**src/sv/assert_macros.svh**
```systemverilog
// Assertion macros shared by the solver RTL.
// Depends on nothing; included by modules that carry assertions.
`ifndef ASSERT_MACROS_SVH
`define ASSERT_MACROS_SVH

// Same-cycle implication, disabled during reset.
`define ASSERT_IMPLIES(lbl, ck, rn, ante, cons) \
    lbl: assert property (@(posedge ck) disable iff (!rn) (ante) |-> (cons)) \
        else $error("assertion failed");

// Next-cycle implication, disabled during reset.
`define ASSERT_NEXT(lbl, ck, rn, ante, cons) \
    lbl: assert property (@(posedge ck) disable iff (!rn) (ante) |=> (cons)) \
        else $error("assertion failed");

`endif

```
**src/sv/qrs_pkg.sv**
```systemverilog
// Types and constants for the quadratic root solver.
// No dependencies; imported by every solver module.
package qrs_pkg;

    localparam int SQ_STEPS  = 32;
    localparam int DIV_STEPS = 34;

    localparam logic [1:0] REG_COEFF_TOL = 2'd0;
    localparam logic [1:0] REG_DISC_TOL  = 2'd1;

    typedef enum logic [1:0] {
        ST_NONE = 2'd0,
        ST_ONE  = 2'd1,
        ST_TWO  = 2'd2,
        ST_INF  = 2'd3
    } status_t;

    typedef struct packed {
        status_t            status;
        logic signed [34:0] nb;
        logic signed [15:0] den;
        logic [63:0]        rad;
        logic [33:0]        rem;
        logic [31:0]        root;
    } sq_t;

    typedef struct packed {
        status_t     status;
        logic [15:0] ud;
        logic [33:0] un1;
        logic [33:0] un2;
        logic [33:0] q1;
        logic [33:0] q2;
        logic [15:0] rem1;
        logic [15:0] rem2;
        logic        neg1;
        logic        neg2;
    } div_t;

endpackage

```
**src/sv/qrs_front.sv**
```systemverilog
// Front end: input capture, coefficient products, discriminant and case decode.
// Depends on qrs_pkg; feeds the square-root cell chain.
module qrs_front
    import qrs_pkg::*;
(
    input  logic               clk,
    input  logic               rst_n,
    input  logic               en,
    input  logic               in_vld,
    input  logic signed [15:0] a,
    input  logic signed [15:0] b,
    input  logic signed [15:0] c,
    input  logic [14:0]        coeff_tol,
    input  logic [31:0]        disc_tol,
    output logic               out_vld,
    output sq_t                out_data
);

    logic               v1_reg, v2_reg, v3_reg;
    logic signed [15:0] a1_reg, b1_reg, c1_reg;
    logic signed [15:0] a2_reg, b2_reg, c2_reg;
    logic signed [31:0] bb_reg, ac_reg;
    sq_t                s3_reg;
    sq_t                s3_next;

    logic signed [34:0] d;
    logic [34:0]        d_mag;
    logic [15:0]        a_mag, b_mag, c_mag;
    logic               lin, b_small, c_small, d_zero;

    always_comb
    begin
        a_mag   = a2_reg[15] ? 16'(-a2_reg) : 16'(a2_reg);
        b_mag   = b2_reg[15] ? 16'(-b2_reg) : 16'(b2_reg);
        c_mag   = c2_reg[15] ? 16'(-c2_reg) : 16'(c2_reg);
        lin     = a_mag <= {1'b0, coeff_tol};
        b_small = b_mag <= {1'b0, coeff_tol};
        c_small = c_mag <= {1'b0, coeff_tol};
        d       = $signed({{3{bb_reg[31]}}, bb_reg}) - $signed({ac_reg[31], ac_reg, 2'b00});
        d_mag   = d[34] ? 35'(-d) : 35'(d);
        d_zero  = d_mag <= {3'b000, disc_tol};

        s3_next.rem  = '0;
        s3_next.root = '0;
        s3_next.rad  = '0;
        if (lin)
        begin
            s3_next.status = b_small ? (c_small ? ST_INF : ST_NONE) : ST_ONE;
            s3_next.nb     = -$signed({{3{c2_reg[15]}}, c2_reg, 16'h0000});
            s3_next.den    = b2_reg;
        end
        else
        begin
            s3_next.status = d_zero ? ST_ONE : (d[34] ? ST_NONE : ST_TWO);
            s3_next.nb     = -$signed({{4{b2_reg[15]}}, b2_reg, 15'h0000});
            s3_next.den    = a2_reg;
            if (!d_zero && !d[34])
                s3_next.rad = {d[33:0], 30'h0};
        end
    end

    always_ff @(posedge clk or negedge rst_n)
    begin
        if (!rst_n)
        begin
            v1_reg <= 1'b0;
            v2_reg <= 1'b0;
            v3_reg <= 1'b0;
        end
        else if (en)
        begin
            v1_reg <= in_vld;
            v2_reg <= v1_reg;
            v3_reg <= v2_reg;
        end
    end

    always_ff @(posedge clk)
    begin
        if (en)
        begin
            a1_reg <= a;
            b1_reg <= b;
            c1_reg <= c;
            a2_reg <= a1_reg;
            b2_reg <= b1_reg;
            c2_reg <= c1_reg;
            bb_reg <= b1_reg * b1_reg;
            ac_reg <= a1_reg * c1_reg;
            s3_reg <= s3_next;
        end
    end

    assign out_vld  = v3_reg;
    assign out_data = s3_reg;

endmodule

```
**config.mk**
```make
export PLATFORM = sky130hd
export DESIGN_NAME = qrs_front
export DESIGN_NICKNAME = d
export VERILOG_FILES = /design/src/sv/assert_macros.svh /design/src/sv/qrs_pkg.sv /design/src/sv/qrs_front.sv
export SDC_FILE = /design/constraint.sdc
export NUM_CORES = 2
export LEC_CHECK = 0
export BUFFER_PORTS_ARGS = -buffer_cell sky130_fd_sc_hd__buf_2
export CORE_UTILIZATION = 45
export DETAILED_ROUTE_END_ITERATION = 8
export MAX_ROUTING_LAYER = met4
export SYNTH_ARGS = -nofsm -noshare
export SYNTH_HDL_FRONTEND = slang
export SYNTH_SLANG_ARGS = --single-unit
```
**constraint.sdc**
```tcl
create_clock -name clk -period 9.1 [get_ports clk]
set_clock_uncertainty 0.2 [all_clocks]
set_input_delay 0 -clock clk [delete_from_list [all_inputs] [get_ports clk]]
set_output_delay 0 -clock clk [all_outputs]
set_load 0.03 [all_outputs]
```
==> results.py <==
metrics = {
    "status": {
        "outcome": "complete, no violations",
    },
    "logic_synthesis": {
        "syn_inst": 3300,
        "async_reset_ff_frac": 0.0129,
        "ys_seq_area_frac": 0.212,
        "ys_seq_elements": 232,
        "yosysUniqueCellTypes": 88,
        "synth_ff_type": "edfxtp_1",
        "synth_edf_count": 229,
        "synth_area_per_cell_um2": 9.92,
        "yosys_warnings": 0,
        "synthesis.area_um2": 32700,
    },
    "sta": {
        "drv_slew": 0,
        "hold_viol_final": 0,
        "fmax_mhz": 132,
        "rsz0062_at_grt": "no",
        "finalCriticalPeriod_ps": 7590,
        "max_slew.worst_pin.slew_ps": 1060,
        "relSlewSlack": 0.273,
        "tns_ps": 0,
        "min_period_over_period": 0.834,
        "setup_viol": 0,
    },
    "clock_tree": {
        "htree_levels": 1,
        "root_buffer": "clkbuf_16",
        "numCtsBuffers": 30,
        "tritoncts": "built",
        "insertion_delay_ps": 630,
        "clkTransAtPathRegs_ps": 60,
        "cts_sinks": 232,
        "cts.repair.resized": 0,
        "clock_path_buffers": 3,
    },
    "min_path": {
        "worstHoldStart": "b[4]",
        "hp-class": "in -> reg",
    },
    "setup_path": {
        "critPathCapture": "bb_reg[31]",
        "critPathLaunch": "b1_reg[15]",
        "path_cells": "buf_4 > inv_1 > nor2_1 > fa_1 > fa_1 > inv_1 > fa_1 > inv_1 > fa_1 > fa_1 > inv_1 > fa_1 > inv_1 > ha_1 > nand2_1 > nor4b_1 > o21ai_0 > nand3_1 > a221o_1 > nand4_1 > nand4b_1 > o31ai_1 > xnor2_1",
        "crit_type": "reg -> reg",
        "critPathSlowestCell": "fa_1",
        "slowest_delay_ps": 810,
        "reg2reg_depth": 23,
        "worstPathArrival_ps": 7710,
        "start_kind": "flip-flop",
        "worstPathMaxFanout": 20,
        "end_kind": "flip-flop",
        "cp_common_cell": "fa_1",
        "r2r_slack_ps": 1510,
        "rr_endpoint": "bb_reg[31]",
        "rr_startpoint": "b1_reg[15]",
        "cp.required_ps": 9220,
    },
    "grt": {
        "grt_pass1_wl_um": 129000,
        "grt_overflow_total": 0,
        "grt_usage": 0.228,
        "grt_pass1_vias": 23400,
        "antenna_found_initial": 3,
        "grt_start_max_net_pins": 113,
    },
    "cells_and_area": {
        "fill_cells": 6767,
        "mostFrequentLayoutCells": "inv_1 (687), fa_1 (501), ha_1 (283)",
        "layout_commonest_cell": "inv_1",
        "finalNetCount": 4417,
        "area_delta_synth_final_pct": 10.5,
        "drive_gt1_frac": 0.0804,
        "largest_register_ff_count": 71,
    },
    "detailed_routing": {
        "vias": 22700,
        "routed_via_density": 5.04,
        "detail-route-antenna-nets": 0,
        "drt-wirelength-per-cell_um": 17.7,
        "remaining_drc_errors": 0,
        "dr.pass1.iters": 5,
        "drt_wl_total_um": 79700,
        "drtIter0Drc": 1383,
    },
    "flow_run": {
        "cap_violations": 0,
    },
    "die": {
        "die_w_um": 272,
        "die_y_um": 272,
        "ios": 283,
        "rows": 98,
        "start_util": 0.456,
        "die_area_um2": 73800,
        "core_um2": 71700,
    },
    "place": {
        "place.gp.congestion": 0.897,
        "port_buffers": 170,
        "dpl.hpwl_um": 64800,
    },
}
==> worst max-delay path, delay by kind of cell, from the launching register on <==
family          cells  cell delay, ps
fa+ha+maj           7            3790
xor+xnor            1             130
compound gates      3             480
buf+inv             6             910
flops               1             320
simple gates        6            1480
==> worst min-delay path by stage <==
stage	end	slack (ps)	cells past startpoint
after floorplan	out_vld	-500	0
after global placement	out_vld	-400	1
after detailed placement	out_vld	-400	1
after CTS	b1_reg[4]	4	2
after global routing	b1_reg[4]	3	2
final	b1_reg[4]	3	2
==> per-layer routing <==
layer  global-route usage  share of wire
met4               0.0427          0.019
met2                0.368           0.48
met3               0.0208          0.039
met5                    -              0
met1                0.316           0.46
==> kinds of logic after synthesis <==
group,synth area share
buffers and inverters,0.115
and+or+nand+nor,0.127
adders and majority gates,0.415
AOI/OAI and AO/OA,0.0740
DFF,0.212
xor gates and xnor gates,0.0500
muxes,0.00612
other,0.000115
==> stage by stage <==
step	area [µm²]	utilization	worst slack [ps]	hold slack, ps	std cells
after CTS	36200	0.504	1470	3.68	4508
after floorplan	33100	-	2020	-496	3411
after global routing	36200	0.504	856	2.92	4508
after detailed placement	34200	0.476	1490	-402	4351
final	36200	0.504	1510	3.07	4510
after global placement	34200	0.476	1610	-402	4351
==> area by class of cell <==
class	instances	area, µm²	share of cell area
antenna	2	5.00	0.000138
clock buffer	36	773	0.0214
clock inverter	20	239	0.00661
inverter	688	2580	0.0714
multi-input combinational	2292	22400	0.620
sequential	232	6950	0.192
tap	950	1190	0.0329
timing repair buffer	290	2010	0.0557
==> cells in the mapped netlist, types with 23 or more instances <==
cell,instances,area (µm²)
inv_1,687,2580
fa_1,501,10000
ha_1,283,3540
nand2_1,280,1050
edfxtp_1,229,6880
and2_1,176,1100
xnor2_1,141,1230
nor2_1,131,492
buf_4,112,841
a21oi_1,100,500
clkbuf_1,79,297
o21ai_0,77,385
a21o_1,45,338
xor2_1,44,385
nand2b_1,42,263
nor3_1,28,140
nand4_1,24,150
nand3_1,23,115
==> timing repair <==
item	CTS	global route
endpoints found under the hold margin	161	0
hold buffers	101	0
setup buffers	0	0
Power is left out: the tool's default activity adds up to more than one toggle a clock period on the data nets, which glitch-free logic cannot reach.
