<file path="config.mk">
export PLATFORM = sky130hd
export DESIGN_NAME = qrs_sqrt_cell
export DESIGN_NICKNAME = d
export VERILOG_FILES = /design/src/sv/assert_macros.svh /design/src/sv/qrs_pkg.sv /design/src/sv/qrs_sqrt_cell.sv
export SDC_FILE = /design/constraint.sdc
export NUM_CORES = 1
export LEC_CHECK = 0
export ABC_AREA = 0
export ABC_CLOCK_PERIOD_IN_PS = 800
export BUFFER_PORTS_ARGS = -buffer_cell sky130_fd_sc_hd__buf_2
export CORE_ASPECT_RATIO = 1.4
export CORE_MARGIN = 10
export CORE_UTILIZATION = 31
export DETAILED_ROUTE_END_ITERATION = 8
export PLACE_DENSITY = 0.54
export SYNTH_ARGS = -nofsm -noshare
export SYNTH_HDL_FRONTEND = slang
export SYNTH_SLANG_ARGS = --single-unit
</file>
<file path="constraint.sdc">
create_clock -name clk -period 0.8 [get_ports clk]
set_input_delay 0.16 -clock clk [delete_from_list [all_inputs] [get_ports clk]]
set_output_delay 0.16 -clock clk [all_outputs]
set_load 0.02 [all_outputs]
</file>
<file path="src/sv/assert_macros.svh">
// Assertion macros shared by the solver RTL.
// Depends on nothing; included by modules that carry assertions.
`ifndef ASSERT_MACROS_SVH
`define ASSERT_MACROS_SVH

// Same-cycle implication, disabled during reset.
`define ASSERT_IMPLIES(lbl, ck, rn, ante, cons) \
    lbl: assert property (@(posedge ck) disable iff (!rn) (ante) |-> (cons)) \
        else $error("assertion failed");

// Next-cycle implication, disabled during reset.
`define ASSERT_NEXT(lbl, ck, rn, ante, cons) \
    lbl: assert property (@(posedge ck) disable iff (!rn) (ante) |=> (cons)) \
        else $error("assertion failed");

`endif

</file>
<file path="src/sv/qrs_pkg.sv">
// Types and constants for the quadratic root solver.
// No dependencies; imported by every solver module.
package qrs_pkg;

    localparam int SQ_STEPS  = 32;
    localparam int DIV_STEPS = 34;

    localparam logic [1:0] REG_COEFF_TOL = 2'd0;
    localparam logic [1:0] REG_DISC_TOL  = 2'd1;

    typedef enum logic [1:0] {
        ST_NONE = 2'd0,
        ST_ONE  = 2'd1,
        ST_TWO  = 2'd2,
        ST_INF  = 2'd3
    } status_t;

    typedef struct packed {
        status_t            status;
        logic signed [34:0] nb;
        logic signed [15:0] den;
        logic [63:0]        rad;
        logic [33:0]        rem;
        logic [31:0]        root;
    } sq_t;

    typedef struct packed {
        status_t     status;
        logic [15:0] ud;
        logic [33:0] un1;
        logic [33:0] un2;
        logic [33:0] q1;
        logic [33:0] q2;
        logic [15:0] rem1;
        logic [15:0] rem2;
        logic        neg1;
        logic        neg2;
    } div_t;

endpackage

</file>
<file path="src/sv/qrs_sqrt_cell.sv">
// One square-root cell: one root bit per enabled cycle, two radicand bits in.
// Depends on qrs_pkg.
module qrs_sqrt_cell
    import qrs_pkg::*;
(
    input  logic clk,
    input  logic rst_n,
    input  logic en,
    input  logic in_vld,
    input  sq_t  in_data,
    output logic out_vld,
    output sq_t  out_data
);

    logic        vld_reg;
    sq_t         data_reg;
    sq_t         data_next;
    logic [35:0] rem_t, trial, diff;
    logic        ge;

    always_comb
    begin
        rem_t          = {in_data.rem, in_data.rad[63:62]};
        trial          = {2'b00, in_data.root, 2'b01};
        diff           = rem_t - trial;
        ge             = rem_t >= trial;
        data_next      = in_data;
        data_next.rad  = {in_data.rad[61:0], 2'b00};
        data_next.rem  = ge ? diff[33:0] : rem_t[33:0];
        data_next.root = {in_data.root[30:0], ge};
    end

    always_ff @(posedge clk or negedge rst_n)
    begin
        if (!rst_n)
            vld_reg <= 1'b0;
        else if (en)
            vld_reg <= in_vld;
    end

    always_ff @(posedge clk)
    begin
        if (en)
            data_reg <= data_next;
    end

    assign out_vld  = vld_reg;
    assign out_data = data_reg;

endmodule

</file>
==> metrics.csv, run 1 <==
stage,metric,value,unit
yosys,syn_area,7940,µm²
drt,drc_errors,0,
sta,whs,15.7,ps
critical_path,worstPathCellList,buf_8 -> inv_4 -> ha_4 -> buf_6 -> o21ai_2 -> a22oi_2 -> o2111ai_4 -> a2111oi_4 -> o41ai_4 -> and4b_1 -> o41ai_2,
drt,wl_per_cell,21.2,µm
yosys,synthXorXnorAreaFrac,0.0298,
cts,insertion_delay,440,ps
critical_path,crit_start,in_data[1],
yosys,post_synth.cell_area_avg,14.1,µm²
sta,min_period,2000,ps
floorplanning,die_w,155,µm
placed_design,place_hpwl,24000,µm
critical_path,r2r_setup_slack,30,ps
critical_path,slowest_delay,450,ps
floorplanning,start_util,0.314,
global_routing,grt_pass1_vias,7852,
placed_design,place_congestion,0.823,
finish,n_fill_cell,1897,
yosys,synth_top_area_cell,edfxtp_1,
yosys,ys_ff_latch,182,
placed_design,place_inst,1353,
sta,max_freq,500,MHz
cts,cts_sinks,182,
drt,ant_nets,0,
placed_design,portBuffers,368,
yosys,synthTopCellsByArea,"edfxtp_1 (68%), ha_1 (5.4%), nand2_1 (2.7%), o21ai_0 (2.6%), inv_1 (2.0%)",
finish,layout.nets,1465,
drt,totalWireLength,33400,µm
yosys,yosysWarnings,0,
cts,cts_buffers,17,
sta,fin_ws,-1200,ps
sta,rsz0062_at_grt,yes,
yosys,synth_edf_count,181,
finish,synthToLayoutAreaGrowth,96.9,%
critical_path,start_kind,primary input,
yosys,muxShareOfSynthArea,0.00835,
critical_path,endpoint_kind,register,
floorplanning,die-height,209,µm
finish,final_cells,1577,
yosys,ys.flop_type,edfxtp_1,
sta,period_share,2.50,
drt,vias_per_cell,4.67,
drt,dr_total_vias,7371,
cts,clk_pin_slew,80,ps
finish,layout-drive-gt1-share,0.561,
global_routing,grt_max_degree,43,
critical_path,path_max_fanout,4,
sta,setup_violations,217,
sta,fin_skew,0,ps
yosys,synth_top_family_by_area,compound AO/OA/AOI/OAI gates,
floorplanning,die_area,32500,µm²
critical_path,cp.arrival,2250,ps
yosys,yosys.area_share.simple,0.0706,
yosys,yosysSeqAreaShare,0.687,
yosys,synthAdderAreaFrac,0.0536,
cts,cts_tree,yes,
drt,first_iter_violations,286,
cts,cts_root_buf,clkbuf_16,
sta,fin_tns_setup,-102370,ps
sta,hold_viol_final,0,
drt,first_pass_iters,6,
floorplanning,rows,69,
yosys,synth_top_area_share,0.684,
global_routing,overflow,0,
yosys,ys_types,64,
hold_path,hold_start,in_data[35],
critical_path,crit_required,1050,ps
status,status,"finished, violations left",
critical_path,reg2reg_from,out_vld,
cts,cts_buffer_depth,2,
global_routing,track_usage,0.194,
power_and_ir_drop,peakVddDrop,0.00153,V
global_routing,grt_pass1_wl,47900,µm
hold_path,hp-class,in -> reg,
power_and_ir_drop,p_leak,6.79,nW
floorplanning,ios,371,
power_and_ir_drop,p_per_area,1880,nW/µm²
yosys,async_flop_share,0.00549,
yosys,netlist_instances,562,
yosys,synth-compound-area-share,0.117,
critical_path,critical_path_class,in -> reg,
critical_path,slowest_stage,a2111oi_4,
cts,ctsHtreeMaxLevel,4,
sta,maxSlewViolCount,0,
status,violations,setup timing,
flow_run,max_cap_violations,0,
global_routing,antenna_found_initial,2,
floorplanning,coreArea,25300,µm²
metrics by stage:
| step | power, mW | utilization | cell area, µm² | setup slack [ps] |
|---|---|---|---|---|
| 2_1_floorplan | 15.3 | - | 8400 | -1440 |
| 5_1_grt | 30.7 | 0.618 | 15600 | -1300 |
| 4_1_cts | 29.1 | 0.588 | 14900 | -1240 |
| 6_report | 29.5 | 0.618 | 15600 | -1200 |
| 3_3_place_gp | 18.1 | 0.452 | 11400 | -1780 |
| 3_5_place_dp | 18.1 | 0.452 | 11400 | -1770 |
area by class of cell:
cell class | instances | area [µm²] | area share
Antenna cell | 1 | 2.50 | 0.000160
Clock buffer | 17 | 425 | 0.0272
Clock inverter | 15 | 193 | 0.0123
Inverter | 43 | 196 | 0.0126
Multi-Input combinational cell | 322 | 3020 | 0.193
Sequential cell | 182 | 5460 | 0.349
Tap cell | 319 | 399 | 0.0255
Timing Repair Buffer | 678 | 5940 | 0.380
final timing paths:
check	end	depth (start not counted)
min in group asynchronous	out_vld	2
max in group asynchronous	out_vld	2
worst max register to register	out_vld	1
worst max-delay path	out_data[65]	11
worst min-delay path	out_data[37]	3
worst min register to register	out_vld	1
critical path: cells and delay by family:
family | cells | cell delay, ps
and+or+nand+nor | 1 | 240
adders and majority gates | 1 | 270
AOI/OAI and AO/OA | 6 | 1390
buffers and inverters | 3 | 190
per-layer routing:
metal  vias up  track usage  routed length, µm
met3        29       0.0773               3040
met1      3569        0.210              12300
met2       297        0.345              17600
met5         -            0                 16
li1       3474            -                  -
met4         2       0.0488                454
synth_stat cells, types with 3 or more instances:
cell and number:
o21ai_0 41, a21o_1 19, a31oi_1 4, o21ai_1 4, nor2_1 18, xnor2_1 14
nor3_1 10, and2_1 3, xor2_1 13, o41ai_2 3, o31ai_1 4, nand4_1 6
nand3_1 6, a21oi_1 28, nand2b_1 5, o21a_1 3, clkbuf_1 4, and3_2 3
edfxtp_1 181, ha_1 34, mux2i_1 4, inv_1 42, buf_2 6, nand2_1 58
power by group:
part	internal, mW	switching, mW
Combinational	4.47	4.06
Clock	4.58	4.31
Sequential	11.6	0.472
Total	20.6	8.84
cell usage in the layout, fill, tap and decap left out, types with 8 or more instances in the layout:
cell type,count
a21oi_1,18
xor2_1,12
dlygate4sd3_1,153
nor3_1,10
o21ai_2,22
nand2_1,29
buf_2,187
buf_6,183
nand2_4,17
a21oi_2,8
inv_2,9
clkbuf_16,18
ha_1,10
edfxtp_1,181
ha_4,24
xnor2_1,13
o21ai_0,11
o21ai_1,10
nand2_2,12
buf_4,135
nor2_1,12
a21o_1,19
inv_1,26
kinds of logic after synthesis:
group | count (synthesis)
flip-flops | 182
AO/OA/AOI/OAI | 133
AND/OR/NAND/NOR | 120
buffers and inverters | 59
adder cells (fa/ha/maj) | 34
XOR/XNOR | 27
multiplexers | 6
other | 1
registers in the layout (all words and copies together), names as in the netlist:
register / flops
out_data: 181
out_vld: 1
repair_timing:
item | CTS | global route
cloned | 4 | 1
hold endpoints to repair | 152 | 1
resized for setup | 311 | 191
pin swaps | 44 | 62
hold buffers | 152 | 1
setup buffers | 22 | 13
setup endpoints to repair | 217 | 218
(Power assumes the default switching activity.)
==> run 2: changes to the inputs <==
Settings changed: ABC_CLOCK_PERIOD_IN_PS 800 to 2350, CORE_UTILIZATION 31 to 40, PLACE_DENSITY 0.54 to 0.67.
Clock period 0.8 ns to 2.35 ns, I/O delays scaled along.
==> metrics.csv, run 2 (same netlist as run 1, synthesis figures left out) <==
stage,metric,value,unit,change
critical_path,start_kind,primary input,,
critical_path,crit_required,2540,ps,+1490 ps
drt,dr_total_vias,6502,,-12%
cts,cts_buffers,17,,unchanged
sta,min_period,2390,ps,
finish,final_common_cell,buf_2,,
global_routing,grt_pass1_wl,42200,µm,-12%
drt,first_pass_iters,5,,-1
drt,first_iter_violations,389,,+36%
sta,hold_viol_final,0,,unchanged
cts,cts_tree,yes,,
finish,n_fill_cell,1546,,-19%
critical_path,cp_top_family,compound AO/OA/AOI/OAI gates,,
power_and_ir_drop,p_leak,5.38,nW,-21%
global_routing,grt_busiest_layer,met2,,
sta,fin_ws,-41.6,ps,+1160 ps
placed_design,portBuffers,368,,unchanged
critical_path,cp.arrival,2590,ps,+340 ps
global_routing,overflow,0,,unchanged
sta,period_share,1.02,,
floorplanning,rows,60,,-13%
critical_path,worstPathCellList,buf_2 -> inv_2 -> ha_4 -> a21o_1 -> a221oi_2 -> o31a_1 -> o221ai_2 -> a211oi_2 -> o21a_4 -> clkinv_4 -> mux2_4,,
sta,max_freq,418,MHz,
cts,cts_sinks,182,,unchanged
hold_path,hold_start,in_data[1],,
critical_path,crit_start,in_data[15],,
finish,regArea,5460,µm²,about the same
cts,cts_root_buf,clkbuf_16,,
finish,final_cell_mix,"buf_2 (358), edfxtp_1 (181), buf_4 (118), nand2_1 (56), o21ai_0 (34)",,
finish,largest_register_ffs,181,,unchanged
critical_path,slowest_stage,a211oi_2,,
critical_path,endpoint_kind,register,,
global_routing,track_usage,0.214,,+0.0199
cts,insertion_delay,430,ps,about the same
sta,rsz0062_at_grt,yes,,
critical_path,path_max_fanout,7,,+3
cts,clk_pin_slew,80,ps,about the same
hold_path,hp-class,in -> reg,,
cts,cts_buffer_depth,2,,unchanged
floorplanning,start_util,0.410,,+0.0961
finish,fin_util,0.625,,+0.00694
placed_design,pre_cts_ws,-659,ps,+1110 ps
finish,layout-drive-gt1-share,0.561,,about the same
finish,multi_input_area,2620,µm²,-13%
finish,synthToLayoutAreaGrowth,52.4,%,
critical_path,slowest_delay,290,ps,-160 ps
floorplanning,coreArea,19400,µm²,-23%
cts,ctsHtreeMaxLevel,4,,unchanged
sta,fin_skew,0,ps,unchanged
placed_design,place_hpwl,23700,µm,-0.99%
global_routing,grt_max_degree,60,,+40%
critical_path,critical_path_class,in -> reg,,
drt,drc_errors,0,,unchanged
sta,fin_tns_setup,-55.7,ps,+102310 ps
drt,ant_nets,0,,unchanged
floorplanning,die-height,187,µm,-11%
finish,layout.nets,1281,,-13%
power_and_ir_drop,p_per_area,741,nW/µm²,-61%
placed_design,place_inst,1277,,-5.6%
global_routing,antenna_found_initial,8,,+6
sta,maxSlewViolCount,0,,unchanged
global_routing,grt_use_met1,0.208,,-0.00156
sta,setup_violations,4,,-98%
placed_design,place_congestion,0.878,,+6.7%
status,status,"finished, violations left",,
floorplanning,die_w,139,µm,-10%
floorplanning,ios,371,,unchanged
drt,vias_per_cell,4.90,,+4.9%
power_and_ir_drop,peakVddDrop,0.000454,V,-70%
global_routing,grtUsageMet2,0.383,,+0.0383
flow_run,max_cap_violations,0,,unchanged
drt,wl_per_cell,21.8,µm,+3.0%
status,violations,setup timing,,
finish,final_cells,1326,,-16%
drt,totalWireLength,28900,µm,-13%
critical_path,reg2reg_from,out_vld,,
floorplanning,die_area,26000,µm²,-20%
critical_path,path_buf_inv,3,,unchanged
global_routing,grt_use_met3,0.123,,+0.0452
global_routing,grt_pass1_vias,6797,,-13%
[run 2: changes by cell type in the layout (fill, tap and decap cells not counted), sizes merged]
cell and delta:
o21a +1, diode +4, dlygate4sd3 -152, buf -31, bufinv -1, clkbuf -2
clkinv +3, inv -2
[run 2: where the power goes]
part	switching, mW	leakage, nW	internal, mW
sequential	0.0718	1.78	3.93
combinational	1.22	3.30	0.880
clock	1.43	0.294	1.44
total	2.72	5.38	6.25
[run 2: cell type report]
cell class	instances	area share
antenna	5	0.00103
clock buffer	17	0.0351
clock inverter	15	0.0145
inverter	43	0.0160
multi-input combinational	323	0.216
sequential	182	0.451
tap	248	0.0256
timing repair buffer	493	0.240
[run 2: timing repair]
action / 4_1_cts / 5_1_grt
hold buffers: 1 / 0
endpoints found under the hold margin: 1 / 0
pin swaps: 5 / 21
setup buffers: 3 / 7
gates resized for setup: 14 / 39
endpoints found under the setup margin: 32 / 34
gates cloned: 1 / 0
[run 2: worst paths after layout]
check	end	cells past startpoint	slack, ps
max	out_data[59]	11	-40
min	out_data[2]	1	200
max reg2reg	out_vld	1	1600
min reg2reg	out_vld	1	520
max in group asynchronous	out_vld	2	1920
min in group asynchronous	out_vld	2	350
[run 2: metal layers]
metal,routed length (µm),vias up
li1,-,3097
met1,9740,3056
met2,14900,307
met3,3800,36
met4,410,6
met5,37,-
[run 2: per-stage QoR]
stage / hold slack (ps) / cell area (µm²) / power [mW]
after global placement: 245 / 11200 / 6.07
final: 201 / 12100 / 8.98
after CTS: 189 / 11900 / 9.02
after global routing: 185 / 12100 / 9.38
after detailed placement: 247 / 11200 / 6.10
after floorplan: 174 / 8280 / 5.14
