**src/sv/assert_macros.svh**
```systemverilog
// Assertion macros shared by the solver RTL.
// Depends on nothing; included by modules that carry assertions.
`ifndef ASSERT_MACROS_SVH
`define ASSERT_MACROS_SVH

// Same-cycle implication, disabled during reset.
`define ASSERT_IMPLIES(lbl, ck, rn, ante, cons) \
    lbl: assert property (@(posedge ck) disable iff (!rn) (ante) |-> (cons)) \
        else $error("assertion failed");

// Next-cycle implication, disabled during reset.
`define ASSERT_NEXT(lbl, ck, rn, ante, cons) \
    lbl: assert property (@(posedge ck) disable iff (!rn) (ante) |=> (cons)) \
        else $error("assertion failed");

`endif

```
**src/sv/qrs_pkg.sv**
```systemverilog
// Types and constants for the quadratic root solver.
// No dependencies; imported by every solver module.
package qrs_pkg;

    localparam int SQ_STEPS  = 32;
    localparam int DIV_STEPS = 34;

    localparam logic [1:0] REG_COEFF_TOL = 2'd0;
    localparam logic [1:0] REG_DISC_TOL  = 2'd1;

    typedef enum logic [1:0] {
        ST_NONE = 2'd0,
        ST_ONE  = 2'd1,
        ST_TWO  = 2'd2,
        ST_INF  = 2'd3
    } status_t;

    typedef struct packed {
        status_t            status;
        logic signed [34:0] nb;
        logic signed [15:0] den;
        logic [63:0]        rad;
        logic [33:0]        rem;
        logic [31:0]        root;
    } sq_t;

    typedef struct packed {
        status_t     status;
        logic [15:0] ud;
        logic [33:0] un1;
        logic [33:0] un2;
        logic [33:0] q1;
        logic [33:0] q2;
        logic [15:0] rem1;
        logic [15:0] rem2;
        logic        neg1;
        logic        neg2;
    } div_t;

endpackage

```
**src/sv/qrs_div_cell.sv**
```systemverilog
// One divider cell: one restoring quotient bit per enabled cycle, both lanes.
// Depends on qrs_pkg.
module qrs_div_cell
    import qrs_pkg::*;
(
    input  logic clk,
    input  logic rst_n,
    input  logic en,
    input  logic in_vld,
    input  div_t in_data,
    output logic out_vld,
    output div_t out_data
);

    logic        vld_reg;
    div_t        data_reg;
    div_t        data_next;
    logic [16:0] rt1, rt2, df1, df2;
    logic        ge1, ge2;

    always_comb
    begin
        rt1 = {in_data.rem1, in_data.un1[33]};
        rt2 = {in_data.rem2, in_data.un2[33]};
        df1 = rt1 - {1'b0, in_data.ud};
        df2 = rt2 - {1'b0, in_data.ud};
        ge1 = rt1 >= {1'b0, in_data.ud};
        ge2 = rt2 >= {1'b0, in_data.ud};
        data_next      = in_data;
        data_next.un1  = {in_data.un1[32:0], 1'b0};
        data_next.un2  = {in_data.un2[32:0], 1'b0};
        data_next.rem1 = ge1 ? df1[15:0] : rt1[15:0];
        data_next.rem2 = ge2 ? df2[15:0] : rt2[15:0];
        data_next.q1   = {in_data.q1[32:0], ge1};
        data_next.q2   = {in_data.q2[32:0], ge2};
    end

    always_ff @(posedge clk or negedge rst_n)
    begin
        if (!rst_n)
            vld_reg <= 1'b0;
        else if (en)
            vld_reg <= in_vld;
    end

    always_ff @(posedge clk)
    begin
        if (en)
            data_reg <= data_next;
    end

    assign out_vld  = vld_reg;
    assign out_data = data_reg;

endmodule

```
**config.mk**
```make
export PLATFORM = sky130hd
export DESIGN_NAME = qrs_div_cell
export DESIGN_NICKNAME = d
export VERILOG_FILES = /design/src/sv/assert_macros.svh /design/src/sv/qrs_pkg.sv /design/src/sv/qrs_div_cell.sv
export SDC_FILE = /design/constraint.sdc
export NUM_CORES = 1
export LEC_CHECK = 0
export ABC_AREA = 1
export BUFFER_PORTS_ARGS = -buffer_cell sky130_fd_sc_hd__buf_2
export CORE_AREA = 5 5 146 148
export DETAILED_ROUTE_END_ITERATION = 8
export DIE_AREA = 0 0 151 153
export HOLD_SLACK_MARGIN = 0.15
export MAX_ROUTING_LAYER = met4
export PLACE_DENSITY = 0.87
export SLEW_MARGIN = 40
export SYNTH_ARGS = -nofsm -noshare
export SYNTH_HDL_FRONTEND = slang
export SYNTH_SLANG_ARGS = --single-unit
export TNS_END_PERCENT = 5
```
**constraint.sdc**
```tcl
create_clock -name clk -period 0.8 [get_ports clk]
set_input_delay 0.24 -clock clk [delete_from_list [all_inputs] [get_ports clk]]
set_output_delay 0.24 -clock clk [all_outputs]
set_load 0.02 [all_outputs]
```
==> impl_table.tex, run 1 <==
\begin{tabular}{lr}
\hline
Metric & Value \\
\hline
\multicolumn{2}{l}{\textbf{Status}} \\
\quad Result of the run & finished, violations left \\
\quad Failing checks & setup timing \\
\multicolumn{2}{l}{\textbf{Die}} \\
\quad Number of rows in the core area & 52 \\
\quad Initial core utilization & 42.2\% \\
\quad Die width & 151 um \\
\quad Die Ht & roughly 150 um \\
\quad Die Footprint & about 23,000 sq um \\
\quad Area of the core & 19,900 sq um \\
\quad Ports placed on the boundary & 381 \\
\multicolumn{2}{l}{\textbf{Global routing}} \\
\quad Global-route wire length before repair & 50,800 um \\
\quad Remaining Overflow, GRT & 0 \\
\quad Pin count of the biggest net entering global routing & 59 \\
\quad Via count of the first global-routing pass & 8,392 \\
\quad Total GRT Usage & between 30\% and 40\% \\
\quad Initial antenna violation count & 5 \\
\multicolumn{2}{l}{\textbf{Placement}} \\
\quad RD Place Congestion & 0.974 \\
\quad Detail Placement HPWL & 24,500 um \\
\quad I/O Buffers & 376 \\
\multicolumn{2}{l}{\textbf{Detailed routing}} \\
\quad First-iteration detailed-routing DRC count & about 580 \\
\quad 1st-pass router iterations & 5 \\
\quad Vias per inst & 4.93 \\
\quad DRC Markers & 0 \\
\quad Via Count & $\sim$8,300 \\
\quad Total length of routed wires & 36,100 um \\
\quad Number of antenna-violating nets in the routed design & 0 \\
\quad Wire per inst & between 20 and 25 um \\
\multicolumn{2}{l}{\textbf{Run}} \\
\quad Max-cap viol count & 0 \\
\multicolumn{2}{l}{\textbf{Setup path}} \\
\quad Data required time of the worst path & a little under 1 ns \\
\quad Start-to-end type of the worst setup path & primary input to flop \\
\quad Delay-heaviest family, CP & simple AND/OR/NAND/NOR gates \\
\quad Bufs and invs on worst path & 3 \\
\quad Category of the worst setup path capture point & flop \\
\quad Worst Reg2Reg Path Length in Cells & 1 \\
\quad Type of element launching the critical path & primary input \\
\quad Total number of cells along the worst setup path & 11 \\
\quad Delay contributed by the slowest stage of the critical path & 0.31 ns \\
\quad Series of cell instances along the critical path & buf\_4, clkinvlp\_4, ha\_4, nand2\_2, nor2\_4, nand2\_2, nand3\_4, nand3\_4, buf\_6, nand3\_1, nand2\_1 \\
\quad Cell with the largest stage delay on the worst path & ha\_4 \\
\quad Highest net fanout along the worst path & 5 \\
\quad Arrival time at the worst endpoint & 1.75 ns \\
\multicolumn{2}{l}{\textbf{Synth}} \\
\quad Dominant synthesized flop cell & edfxtp\_1 \\
\quad Post-synth ARST share & 0.535\% \\
\quad Avg Synthesized Cell Area & 11.4 sq um \\
\quad Mapped Area & 8410 sq um \\
\quad Library cell occupying the most area in the post-synthesis netlist & edfxtp\_1 \\
\quad Area share of the largest cell type after synthesis & 66.4\% \\
\quad YS warnings & 0 \\
\quad Library cells used by synthesis & 31 \\
\quad Share of synthesized area occupied by flip-flops and latches & 66.7\% \\
\quad Post-Synthesis Cells & 738 \\
\quad EDFF count, synth & around 190 \\
\quad Count of state elements after synthesis & 187 \\
\quad Area contributors post-synth & edfxtp\_1, nand2\_1, inv\_1 \\
\multicolumn{2}{l}{\textbf{Timing}} \\
\quad Period Utilization, post-route & 195\% \\
\quad Fin Setup TNS & -103.80 ns \\
\quad Layout Skew & 0 ns \\
\quad Clock period minus final worst setup slack & 1.56 ns \\
\quad Number of hold violations in the final report & 0 \\
\quad Setup repair after global routing missed its margin & yes \\
\quad Max frequency & 642 MHz \\
\quad Post-route setup slack & -0.758 ns \\
\quad Setup violation total in the final timing report & 221 \\
\quad Final max-slew violation count & 0 \\
\multicolumn{2}{l}{\textbf{Clock network}} \\
\quad TritonCTS clock tree & done \\
\quad Cell at the root of the clock tree & clkbuf\_16 \\
\quad Sinks on Clock Net & 187 \\
\quad Number of buffers created by CTS & 17 \\
\quad Depth of the CTS H-tree & 4 \\
\quad Clock tree buffer depth & 2 \\
\quad Total of hold buffers inserted after clock tree synthesis & 154 \\
\quad Clock-pin slew on the worst setup and hold paths & around 0.08 ns \\
\quad Clock Latency Late Sink & 0.43 ns \\
\multicolumn{2}{l}{\textbf{Power}} \\
\quad Worst IR drop on VDD & 1420 uV \\
\quad Total leakage power & 6.91 nW \\
\quad Power density cells & 1910 nW/um\^{}2 \\
\multicolumn{2}{l}{\textbf{Layout}} \\
\quad Finished Core Util & 74.0\% \\
\quad Multi-input gate area in the final layout & 2940 sq um \\
\quad Sequential cell area in the final layout & between 5000 and 6000 sq um \\
\quad Fillers & roughly 1,300 \\
\quad Share of final-layout standard cells stronger than drive strength 1 & 47.1\% \\
\quad Area growth from synthesis to layout & 75.2\% \\
\quad Post-layout net count & 1,630 \\
\multicolumn{2}{l}{\textbf{Hold path}} \\
\quad Number of cells on the worst hold path & 2 \\
\quad Path class of the lowest-slack min-delay path & primary input to flop \\
\hline
\end{tabular}
## kinds of logic (layout without fill, tap and decap cells)
kind of cell | count (synthesis) | after routing | share of synthesized area (%)
muxes | 1 | 1 | 0.134
AOI/OAI and AO/OA | 24 | 24 | 1.70
xor gates and xnor gates | 12 | 12 | 1.25
other | 1 | 8 | 0.0446
adders and majority gates | 34 | 34 | 5.24
buffers and inverters | 123 | 797 | 5.98
DFF | 187 | 187 | 66.7
and+or+nand+nor | 356 | 360 | 19.0
## registers in the layout, indices dropped and copies added, names as in the netlist
register / flops
out_data: 186
out_vld: 1
## cells in the mapped netlist (7+ instances only)
cell	count
a21oi_1	18
edfxtp_1	186
ha_1	32
inv_1	108
inv_2	7
nand2_1	238
nand2_2	14
nand3_1	54
nand4_1	8
nor2_1	14
nor2_2	7
xor2_1	10
## metrics by stage
| step | power, W | setup slack (ns) | instances | hold slack [ns] | cell area, sq um |
|---|---|---|---|---|---|
| after floorplan | 0.0153 | -0.923 | 739 | -0.0556 | 8740 |
| after global placement | 0.0180 | -1.18 | 1483 | 0.0163 | 11800 |
| after detailed placement | 0.0182 | -1.24 | 1483 | 0.0190 | 11800 |
| after CTS | 0.0277 | -0.679 | 1679 | 0.0300 | 14400 |
| after global routing | 0.0291 | -0.795 | 1692 | 0.0355 | 14700 |
| final | 0.0281 | -0.758 | 1693 | 0.0444 | 14700 |
## cell usage in the layout (no fill, tap or decap), types with 3 or more instances in the layout
| cell | n |
|---|---|
| inv_2 | 17 |
| nand4_1 | 8 |
| nand3_2 | 9 |
| inv_4 | 4 |
| buf_2 | 328 |
| nand3_1 | 46 |
| nor2_1 | 12 |
| ha_4 | 26 |
| nand2_4 | 10 |
| nand3b_1 | 4 |
| nor2_4 | 9 |
| a21oi_2 | 4 |
| clkbuf_16 | 17 |
| nand3_4 | 6 |
| dlygate4sd3_1 | 153 |
| nor2_2 | 3 |
| buf_4 | 106 |
| xor2_1 | 9 |
| and2_1 | 4 |
| a21oi_1 | 14 |
| inv_6 | 4 |
| inv_1 | 90 |
| ha_1 | 4 |
| clkinvlp_4 | 4 |
| buf_12 | 10 |
| clkinv_8 | 5 |
| nand2_2 | 37 |
| diode_2 | 6 |
| inv_8 | 3 |
| edfxtp_1 | 186 |
| buf_6 | 48 |
| nand2_1 | 209 |
## final cells by class
cell class                 count  share of cell area [%]
antenna                        6                   0.102
clock buffer                  18                    2.91
clock inverter                14                    1.14
inverter                     115                    3.10
multi-input combinational    433                    20.0
sequential                   187                    38.1
tap                          270                    2.29
timing repair buffer         650                    32.4
## power by group
part | switching [W] | leakage [nW] | internal (W)
Clock | 0.00438 | 0.290 | 0.00424
Combinational | 0.00411 | 4.79 | 0.00320
Sequential | 0.000358 | 1.83 | 0.0118
## routing by layer
| layer | wire length [um] | part of all wire, % | up-vias | track usage (%) |
|---|---|---|---|---|
| li1 | - | - | 3795 | - |
| met1 | 13400 | 37 | 3997 | 35.5 |
| met2 | 17900 | 50 | 466 | 50.0 |
| met3 | 3120 | 8.6 | 86 | 7.40 |
| met4 | 1630 | 4.5 | 0 | 12.7 |
| met5 | 0 | 0 | - | - |
## worst paths after layout
kind,startpoint,to,slack (ns)
min reg2reg,out_vld,out_vld,0.55
max,in_data[175],out_data[4],-0.76
min,in_vld,out_vld,0.04
min in group asynchronous,rst_n,out_vld,0.66
max in group asynchronous,rst_n,out_vld,0.03
max reg2reg,out_vld,out_vld,0.03
## repair_timing
action,4_1_cts,5_1_grt
setup endpoints to repair,221,222
pin swaps,14,28
hold endpoints to repair,159,3
buffers inserted,6,7
gates cloned,4,1
gates resized for setup,120,72
Power figures use the tool's default switching activity.
==> run 2: changes to the inputs <==
Settings changed: CELL_PAD_IN_SITES_DETAIL_PLACEMENT from default to 1, CELL_PAD_IN_SITES_GLOBAL_PLACEMENT from default to 1, CORE_AREA 5 5 146 148 to 4 4 168 170, DIE_AREA 0 0 151 153 to 0 0 172 174, HOLD_SLACK_MARGIN 0.15 to default, PLACE_DENSITY 0.87 to 0.85.
==> impl_table.tex, run 2 (synthesized netlist as in run 1, its figures left out) <==
\begin{tabular}{lr}
\hline
Metric & Value \\
\hline
\multicolumn{2}{l}{\textbf{Clock network}} \\
\quad Sinks on Clock Net & 187 \\
\quad Clock-pin slew on the worst setup and hold paths & 0.09 ns \\
\quad Clock Latency Late Sink & $\sim$0.44 ns \\
\quad Depth of the CTS H-tree & 4 \\
\quad TritonCTS clock tree & done \\
\quad Clock tree buffer depth & 2 \\
\quad Number of buffers created by CTS & 17 \\
\quad Cell at the root of the clock tree & clkbuf\_16 \\
\multicolumn{2}{l}{\textbf{Global routing}} \\
\quad Remaining Overflow, GRT & 0 \\
\quad Pin count of the biggest net entering global routing & 41 \\
\quad Initial antenna violation count & 12 \\
\quad Total GRT Usage & 28.3\% \\
\quad Via count of the first global-routing pass & $\sim$9,200 \\
\quad Global-route wire length before repair & 60,600 um \\
\multicolumn{2}{l}{\textbf{Timing}} \\
\quad Setup violation total in the final timing report & 222 \\
\quad Period Utilization, post-route & 215\% \\
\quad Number of hold violations in the final report & 0 \\
\quad Setup repair after global routing missed its margin & yes \\
\quad Max frequency & 582 MHz \\
\quad Worst hold slack & between 0.015 and 0.02 ns \\
\quad Post-route setup slack & -0.917 ns \\
\quad Clock period minus final worst setup slack & 1.72 ns \\
\quad Final max-slew violation count & 0 \\
\quad Layout Skew & 0 ns \\
\multicolumn{2}{l}{\textbf{Placement}} \\
\quad Placed cells & 1,550 \\
\quad RD Place Congestion & $\sim$0.90 \\
\quad I/O Buffers & 376 \\
\quad Detail Placement HPWL & around 29,000 um \\
\multicolumn{2}{l}{\textbf{Status}} \\
\quad Result of the run & finished, violations left \\
\quad Failing checks & setup timing \\
\multicolumn{2}{l}{\textbf{Setup path}} \\
\quad Data required time of the worst path & 1.00 ns \\
\quad Type of element launching the critical path & primary input \\
\quad Highest net fanout along the worst path & 5 \\
\quad Start-to-end type of the worst setup path & primary input to flop \\
\quad Arrival time at the worst endpoint & between 1.5 and 2 ns \\
\quad Category of the worst setup path capture point & flop \\
\multicolumn{2}{l}{\textbf{Detailed routing}} \\
\quad 1st-pass router iterations & 6 \\
\quad Vias per inst & between 4 and 5 \\
\quad Wire per inst & 24.7 um \\
\quad Number of antenna-violating nets in the routed design & 0 \\
\quad DRC Markers & 0 \\
\quad Via Count & 8,591 \\
\quad First-iteration detailed-routing DRC count & 622 \\
\quad Total length of routed wires & 43,800 um \\
\multicolumn{2}{l}{\textbf{Hold path}} \\
\quad Path class of the lowest-slack min-delay path & primary input to flop \\
\multicolumn{2}{l}{\textbf{Power}} \\
\quad Pwr Total & 0.0296 W \\
\quad Psw & 0.00985 W \\
\quad Worst IR drop on VDD & approximately 1200 uV \\
\quad Power density cells & 1940 nW/um\^{}2 \\
\quad Switching power share of the total & 33.3\% \\
\quad Cell internal power dissipation & slightly below 0.02 W \\
\quad Sequential cell fraction of total power & about 41\% \\
\quad Combinational fraction of design power & 27.0\% \\
\quad Part of the power in the clock network & about a third \\
\quad Total leakage power & 7.11 nW \\
\multicolumn{2}{l}{\textbf{Die}} \\
\quad Initial core utilization & 31.5\% \\
\quad Area of the core & 26,700 sq um \\
\quad Die width & 172 um \\
\quad Die Footprint & 29,900 sq um \\
\quad Number of rows in the core area & 60 \\
\quad Ports placed on the boundary & 381 \\
\quad Die Ht & between 150 and 200 um \\
\multicolumn{2}{l}{\textbf{Layout}} \\
\quad Fillers & 2,890 \\
\quad Flip-flop count of the largest register after layout & 186 \\
\quad Most frequent cells in the layout & buf\_2, nand2\_1, edfxtp\_1 \\
\quad Number of non-filler instances in the completed layout & 1,772 \\
\quad Area growth from synthesis to layout & 81.9\% \\
\quad Most common cell after layout, fill and taps aside & buf\_2 \\
\quad Share of final-layout standard cells stronger than drive strength 1 & 50.2\% \\
\quad Post-layout net count & 1,631 \\
\multicolumn{2}{l}{\textbf{Run}} \\
\quad Max-cap viol count & 0 \\
\hline
\end{tabular}
[run 2: worst paths after layout]
kind / startpoint / endpoint / slack, ns / cells past startpoint
min in group asynchronous: rst_n / out_vld / 0.13 / 2
max in group asynchronous: rst_n / out_vld / 0.59 / 2
max: in_data[177] / out_data[17] / -0.92 / 15
max reg2reg: out_vld / out_vld / -0.01 / 1
min reg2reg: out_vld / out_vld / 0.60 / 1
min: in_data[173] / out_data[173] / 0.02 / 1
[run 2: worst max-delay path: stages]
cell        delay [ns]
buf_8             0.08
clkinvlp_4        0.17
ha_4              0.32
nand2_2           0.08
inv_2             0.05
nand2_4           0.07
nor2_4            0.04
nand3b_1          0.11
nand2_2           0.09
nor2_4            0.17
buf_12            0.17
buf_12            0.11
nand2_8           0.07
nand2_1           0.07
nand2_1           0.05
[run 2: metal layers]
layer	global-route usage (%)	vias to the layer above	part of all wire, %
li1	-	3808	-
met1	31.3	4260	38
met2	48.9	408	51
met3	6.25	115	6.2
met4	11.8	0	5.1
met5	-	-	0
[run 2: layout make-up]
class	instances	area, sq um	area share [%]
multi-input combinational	433	3130	20.4
inverter	115	458	2.99
timing repair buffer	651	4990	32.6
antenna	13	32.5	0.213
tap	341	427	2.79
clock buffer	17	425	2.78
sequential	187	5610	36.7
clock inverter	15	224	1.46
[run 2: metrics by stage]
stage,setup slack (ns),utilization [%],cell area (sq um),setup TNS (ns)
final,-0.917,57.2,15300,-110.67
after global routing,-0.929,57.2,15300,-118.80
after CTS,-0.759,55.3,14800,-108.45
after detailed placement,-1.27,44.3,11800,-81.94
after global placement,-1.21,44.3,11800,-78.88
after floorplan,-0.923,-,8740,-29.62
[run 2: power by group through the flow]
stage	combinational [W]	sequential, W	clock [W]
CTS	0.00738	0.0121	0.00953
global placement	0.00587	0.0123	0
global route	0.00842	0.0123	0.0100
finish	0.00801	0.0122	0.00937
detailed placement	0.00608	0.0123	0
floorplan	0.00189	0.0134	0
[run 2: what timing repair did]
action	CTS	global route
hold buffers	145	1
cloned	6	0
setup buffers	13	12
setup endpoints to repair	221	222
gates resized for setup	192	97
pin swaps	26	50
hold endpoints to repair	145	1
